File: src/design/lbd_pkg.sv
// Package: shared types and constants for the letterbox border detector.
`default_nettype none
package lbd_pkg;
    localparam int MaxWidthDef  = 2048;
    localparam int MaxHeightDef = 2048;
    localparam int AccW         = 40;
    localparam int PixW         = 8;
    localparam int SizeW        = 12;
    localparam int PosW         = 11;
    localparam int CountW       = 8;
    localparam int ThrW         = 16;
    localparam int DiffW        = 16;
    localparam int CfgIdxW      = 2;

    typedef enum logic [1:0] {
        K_PIXEL  = 2'd0,
        K_CHECK  = 2'd1,
        K_FINISH = 2'd2,
        K_NONE   = 2'd3
    } t_kind;

    typedef enum logic [1:0] {
        REG_WIDTH  = 2'd0,
        REG_HEIGHT = 2'd1,
        REG_COUNT  = 2'd2,
        REG_THRESH = 2'd3
    } t_reg;

    typedef enum logic [3:0] {
        ST_CLEAR,
        ST_IDLE,
        ST_PIX_RD,
        ST_PIX_WR,
        ST_CHK_RD0,
        ST_CHK_RD1,
        ST_CHK_EVAL,
        ST_SCAN_L,
        ST_SCAN_R,
        ST_SCAN_T,
        ST_SCAN_B,
        ST_REPORT,
        ST_WIPE,
        ST_OUT
    } t_state;

    typedef struct packed {
        logic [SizeW-1:0]  frame_width;
        logic [SizeW-1:0]  frame_height;
        logic [CountW-1:0] frame_count;
        logic [ThrW-1:0]   cut_threshold;
    } t_cfg;

    typedef struct packed {
        logic [1:0]  kind;
        logic [10:0] column;
        logic [10:0] line;
        logic [7:0]  red_before;
        logic [7:0]  green_before;
        logic [7:0]  blue_before;
        logic [7:0]  red_after;
        logic [7:0]  green_after;
        logic [7:0]  blue_after;
    } t_in_word;

    typedef struct packed {
        logic        is_final;
        logic        skip_border;
        logic        crop_valid;
        logic [11:0] crop_left;
        logic [11:0] crop_right;
        logic [11:0] crop_top;
        logic [11:0] crop_bottom;
    } t_out_word;
endpackage
`default_nettype wire

File: src/design/lbd_diff.sv
// RMS color difference: iterative sqrt(S*65536/3), one result bit per cycle.
`default_nettype none
module lbd_diff (
    input  wire logic                          i_clk,
    input  wire logic                          i_rst_n,
    input  wire logic                          i_start,
    input  wire logic [7:0]                    i_rb, i_gb, i_bb, i_ra, i_ga, i_ba,
    output logic                               o_done,
    output logic [lbd_pkg::DiffW-1:0]          o_value
);
    // S <= 3*65025, S*65536/3 < 2^32: 16 result bits
    localparam int QW = 32;

    logic [17:0]        r_s;
    logic [QW-1:0]      r_q;
    logic [QW-1:0]      r_rem;
    logic [15:0]        r_root;
    logic [4:0]         r_step;
    logic               r_busy, r_load, r_div;
    logic [QW+1:0]      n_trial;
    logic [QW+1:0]      n_rem2;
    logic [35:0]        n_prod;
    logic [15:0]        n_quo;
    logic [1:0]         n_mod;
    logic [QW-1:0]      n_q;

    function automatic logic [15:0] sq8(input logic [7:0] a, input logic [7:0] b);
        logic [7:0] d;
        d = (a > b) ? a - b : b - a;
        return 16'(d) * 16'(d);
    endfunction

    // S/3 by reciprocal multiply (exact for S < 2^19), remainder picks the fraction
    always_comb begin
        n_prod = 36'(r_s) * 36'd174763;
        n_quo  = n_prod[34:19];
        n_mod  = 2'(r_s - 18'(n_quo) * 18'd3);
        case (n_mod)
            2'd1:    n_q = {n_quo, 16'd0} + 32'd21845;
            2'd2:    n_q = {n_quo, 16'd0} + 32'd43690;
            default: n_q = {n_quo, 16'd0};
        endcase
    end

    // one root bit per cycle: rem = rem*4 + next two bits of q
    always_comb begin
        n_rem2  = {r_rem, r_q[QW-1:QW-2]};
        n_trial = {16'd0, r_root, 2'b01};
    end

    always_ff @(posedge i_clk) begin
        if (!i_rst_n) begin
            r_busy <= 1'b0;
            r_load <= 1'b0;
            r_div  <= 1'b0;
            o_done <= 1'b0;
        end else begin
            o_done <= 1'b0;
            r_load <= i_start;
            r_div  <= r_load;
            if (i_start)
                r_s <= 18'(sq8(i_ra, i_rb)) + 18'(sq8(i_ga, i_gb)) + 18'(sq8(i_ba, i_bb));
            if (r_load)
                r_q <= n_q;
            if (r_div) begin
                r_busy <= 1'b1;
                r_step <= 5'd0;
                r_rem  <= '0;
                r_root <= '0;
            end else if (r_busy) begin
                r_q <= r_q << 2;
                if (n_rem2 >= n_trial) begin
                    r_rem  <= QW'(n_rem2 - n_trial);
                    r_root <= {r_root[14:0], 1'b1};
                end else begin
                    r_rem  <= QW'(n_rem2);
                    r_root <= {r_root[14:0], 1'b0};
                end
                r_step <= r_step + 5'd1;
                if (r_step == 5'd15) begin
                    r_busy <= 1'b0;
                    o_done <= 1'b1;
                end
            end
        end
    end
    assign o_value = r_root;
endmodule
`default_nettype wire

File: config.mk
export PLATFORM = sky130hd
export DESIGN_NAME = lbd_diff
export DESIGN_NICKNAME = d
export VERILOG_FILES = /design/src/design/lbd_pkg.sv /design/src/design/lbd_diff.sv
export SDC_FILE = /design/constraint.sdc
export NUM_CORES = 1
export LEC_CHECK = 0
export BUFFER_PORTS_ARGS = -buffer_cell sky130_fd_sc_hd__buf_4
export CORE_ASPECT_RATIO = 1.75
export CORE_MARGIN = 8
export CORE_UTILIZATION = 59
export DETAILED_ROUTE_END_ITERATION = 12
export GPL_TIMING_DRIVEN = 1
export PLACE_DENSITY = 0.82
export SETUP_SLACK_MARGIN = 0.5
export SLEW_MARGIN = 25
export SYNTH_ARGS = -nofsm -noshare
export SYNTH_HDL_FRONTEND = slang
export SYNTH_SLANG_ARGS = --single-unit
File: constraint.sdc
create_clock -name i_clk -period 9.27 [get_ports i_clk]
set_clock_uncertainty 0.1 [all_clocks]
set_input_delay 0.4635 -clock i_clk [delete_from_list [all_inputs] [get_ports i_clk]]
set_output_delay 0.4635 -clock i_clk [all_outputs]
set_load 0.05 [all_outputs]
==> qor.txt <==
initial DRC count: 506
Post-Syn Area: 18750 um2
Core Footprint: 31420 um2
register area share after synthesis: 0.1692
post-synthesis mux area share: 0.01268
layout cells sized above 1: 0.08733
average cell area after synthesis: 9.347 um2
CP required: 9.29 ns
Yosys reg bits: 107
simple-gate share of the synthesized area: 0.1122
relative slew slack: 0.3514
Worst-path clk slew: 0.07 ns
commonest non-fill, non-tap cell in the layout: inv_1
Setup Viol. Count Final: 0
GPL Wtd Cong: 0.9627
maximum clock rate: 117.7 MHz
Starting Density: 0.5968
root buffer cell: clkbuf_16
Chip Width: 150.8 um
R2R cell count: 20
critical path launch point: i_ba[7]
Worst Tran Pin Value: 0.9729 ns
Max Slew Vio Count: 0
Die ar.: 37970 um2
top cell type's share of synthesized area: 0.2658
Critical Path Sink: r_s[16]$_DFFE_PP_
grt total ovfl: 0
row cnt: 86
origin of the critical flop-to-flop path: r_s[7]$_DFFE_PP_
Syn Nets: 2604
final core utilization: 0.6499
CTS tree: done
initial antenna violation count: 0
H-tree depth: 3
area grow syn2layout: 8.902%
CP max FO: 13
nets@finish: 2700
Final Hold Fails: 0
TritonRoute pass-1 iters: 5
unrepaired setup endpoints after global routing: false
largest net degree at the start of global routing: 57
wire per inst: 17.66 um
hpwl dp: 37670 um
YS warnings: 0
Num CTS Buffers: 9
Synth cell types: 73
Final period util: 0.9164
Post-Synthesis Cells: 2006
detailed-route via count: 14130
WS Path Type: input port to flop
Startpoint Class: input port
maxcap violations: 0
Inserted Diodes: 0
Worst EP arrival: 8.52 ns
Final min period: 8.495 ns
Num Clock Sinks: 107
outcome: complete, no violations
EDFF count, synth: 103
CTS Hold Bufs: 0
commonest cells after routing, fill and taps aside: 512 x inv_1, 297 x ha_1, 248 x fa_1
reg2reg setup slack: 2.31 ns
largest family of logic cells by synthesized area: adder cells
Crit. End Element: flop
vias per cell: 5.645
compound-gate portion of the synthesized area: 0.09442
worst hold start: i_start
Yosys top cell by area: fa_1
Vert. Die Dim: 251.8 um
Synth area leaders: fa_1 27%, ha_1 20%, edfxtp_1 16%
via count of the first global-routing pass: 15870
Top-Level Pins: 68
DRT antenna net count: 0
r2r endpoint: r_q[2]$_DFFE_PP_
PortBufs: 67
total wire length: 44200 um
GR Util All Layers: 0.2419
Synth Area in XOR/XNOR: 0.03737
Max Buffers Root-to-Sink: 2
prevailing post-synth register cell: edfxtp_1
area share of fa/ha/maj cells after synthesis: 0.4647
Async SR Flop Fraction: 0
drc violations: 0
worst min-delay path class: input port to flop
first-pass GRT wire length: 73150 um
Skew-Pair Late Insertion Delay: 0.37 ns
-- how the worst min path moves through the flow --
stage,to,cells past startpoint
after detailed placement,r_q[0]$_DFFE_PP_,2
after global routing,r_load$_SDFF_PN0_,2
after global placement,r_q[0]$_DFFE_PP_,2
after CTS,r_load$_SDFF_PN0_,2
final,r_load$_SDFF_PN0_,2
after floorplan,r_q[25]$_DFFE_PP_,2
-- flip-flops by register name, summed over array words and instances (netlist names) --
register,count
r_busy,1
r_div,1
r_rem,32
r_q,32
r_s,18
o_value,16
r_step,5
r_load,1
o_done,1
-- per-layer routing --
layer | part of all wire | track usage | routed length [um]
met5 | 0 | 0 | 0
met3 | 0.029 | 0.02781 | 1298
met2 | 0.57 | 0.4716 | 25030
met1 | 0.32 | 0.2149 | 14140
met4 | 0.084 | 0.1889 | 3732
-- stage by stage --
step	hold slack [ns]	instance area [um2]	worst slack (ns)	cells	TNS, ns
6_report	0.2208	20420	0.7750	2503	0
5_1_grt	0.2390	20420	0.4048	2503	0
4_1_cts	0.2128	20290	0.5172	2499	0
3_5_place_dp	0.4521	19910	-0.07835	2476	-0.07835
3_3_place_gp	0.4408	19900	0.2081	2476	0
2_1_floorplan	0.4101	18750	0.6234	2006	0
-- worst max-delay path, stage by stage --
cell and delay, ns:
buf_4 0.11, ha_1 0.51, and4_1 0.36, nand3_2 0.19, a311oi_1 0.43, nand4_1 0.16, a31oi_1 0.21, or2_2 0.19
a21oi_1 0.18, nor4_1 0.48, inv_1 0.12, fa_1 0.51, fa_1 0.50, inv_1 0.05, fa_1 0.52, fa_1 0.45
fa_1 0.52, fa_1 0.54, inv_1 0.05, fa_1 0.53, inv_1 0.04, ha_1 0.33, or2_2 0.33, nand3_1 0.15
a31oi_2 0.12, a21o_1 0.20, a21oi_1 0.16, xnor2_1 0.08
-- layout make-up --
type | instances | area (um2)
Multi-Input combinational cell | 1357 | 13650
Fill cell | 2526 | 11000
Sequential cell | 107 | 3174
Inverter | 513 | 1926
Timing Repair Buffer | 114 | 855.8
Tap cell | 396 | 495.5
Clock buffer | 9 | 225.2
Clock inverter | 7 | 90.09
-- synth_stat cells (5+ instances only) --
| cell type | n |
|---|---|
| o21ai_0 | 40 |
| o21a_1 | 10 |
| nand3_1 | 17 |
| mux2i_1 | 17 |
| nand2_1 | 93 |
| nand2b_1 | 15 |
| nor2b_1 | 15 |
| o21bai_1 | 5 |
| xnor2_1 | 54 |
| o2bb2ai_1 | 10 |
| and2_1 | 21 |
| nor4_1 | 13 |
| xor2_1 | 26 |
| a211oi_1 | 12 |
| clkbuf_1 | 19 |
| nand4_1 | 20 |
| a21oi_1 | 101 |
| ha_1 | 298 |
| a211o_1 | 5 |
| a31oi_1 | 10 |
| inv_1 | 512 |
| edfxtp_1 | 103 |
| nor2_1 | 147 |
| o211ai_1 | 6 |
| or2_2 | 16 |
| and3_1 | 15 |
| a21o_1 | 27 |
| or3_1 | 8 |
| a21boi_0 | 7 |
| nor3_1 | 25 |
| o22ai_1 | 10 |
| mux2_2 | 5 |
| fa_1 | 249 |
-- logic make-up after synthesis --
logic type | Yosys count
adders and majority gates | 547
buffers and inverters | 542
and+or+nand+nor | 429
AOI/OAI and AO/OA | 278
DFF | 107
xor gates and xnor gates | 80
muxes | 23
-- timing repair --
action                     CTS  global route
resized for setup            5            21
setup endpoints to repair    1             5
hold endpoints to repair     0             0
setup buffers                7             4
pin swaps                    3            10
Power is not shown: default switching activity piles up to over one toggle a cycle in this logic, so the estimate is an artifact.
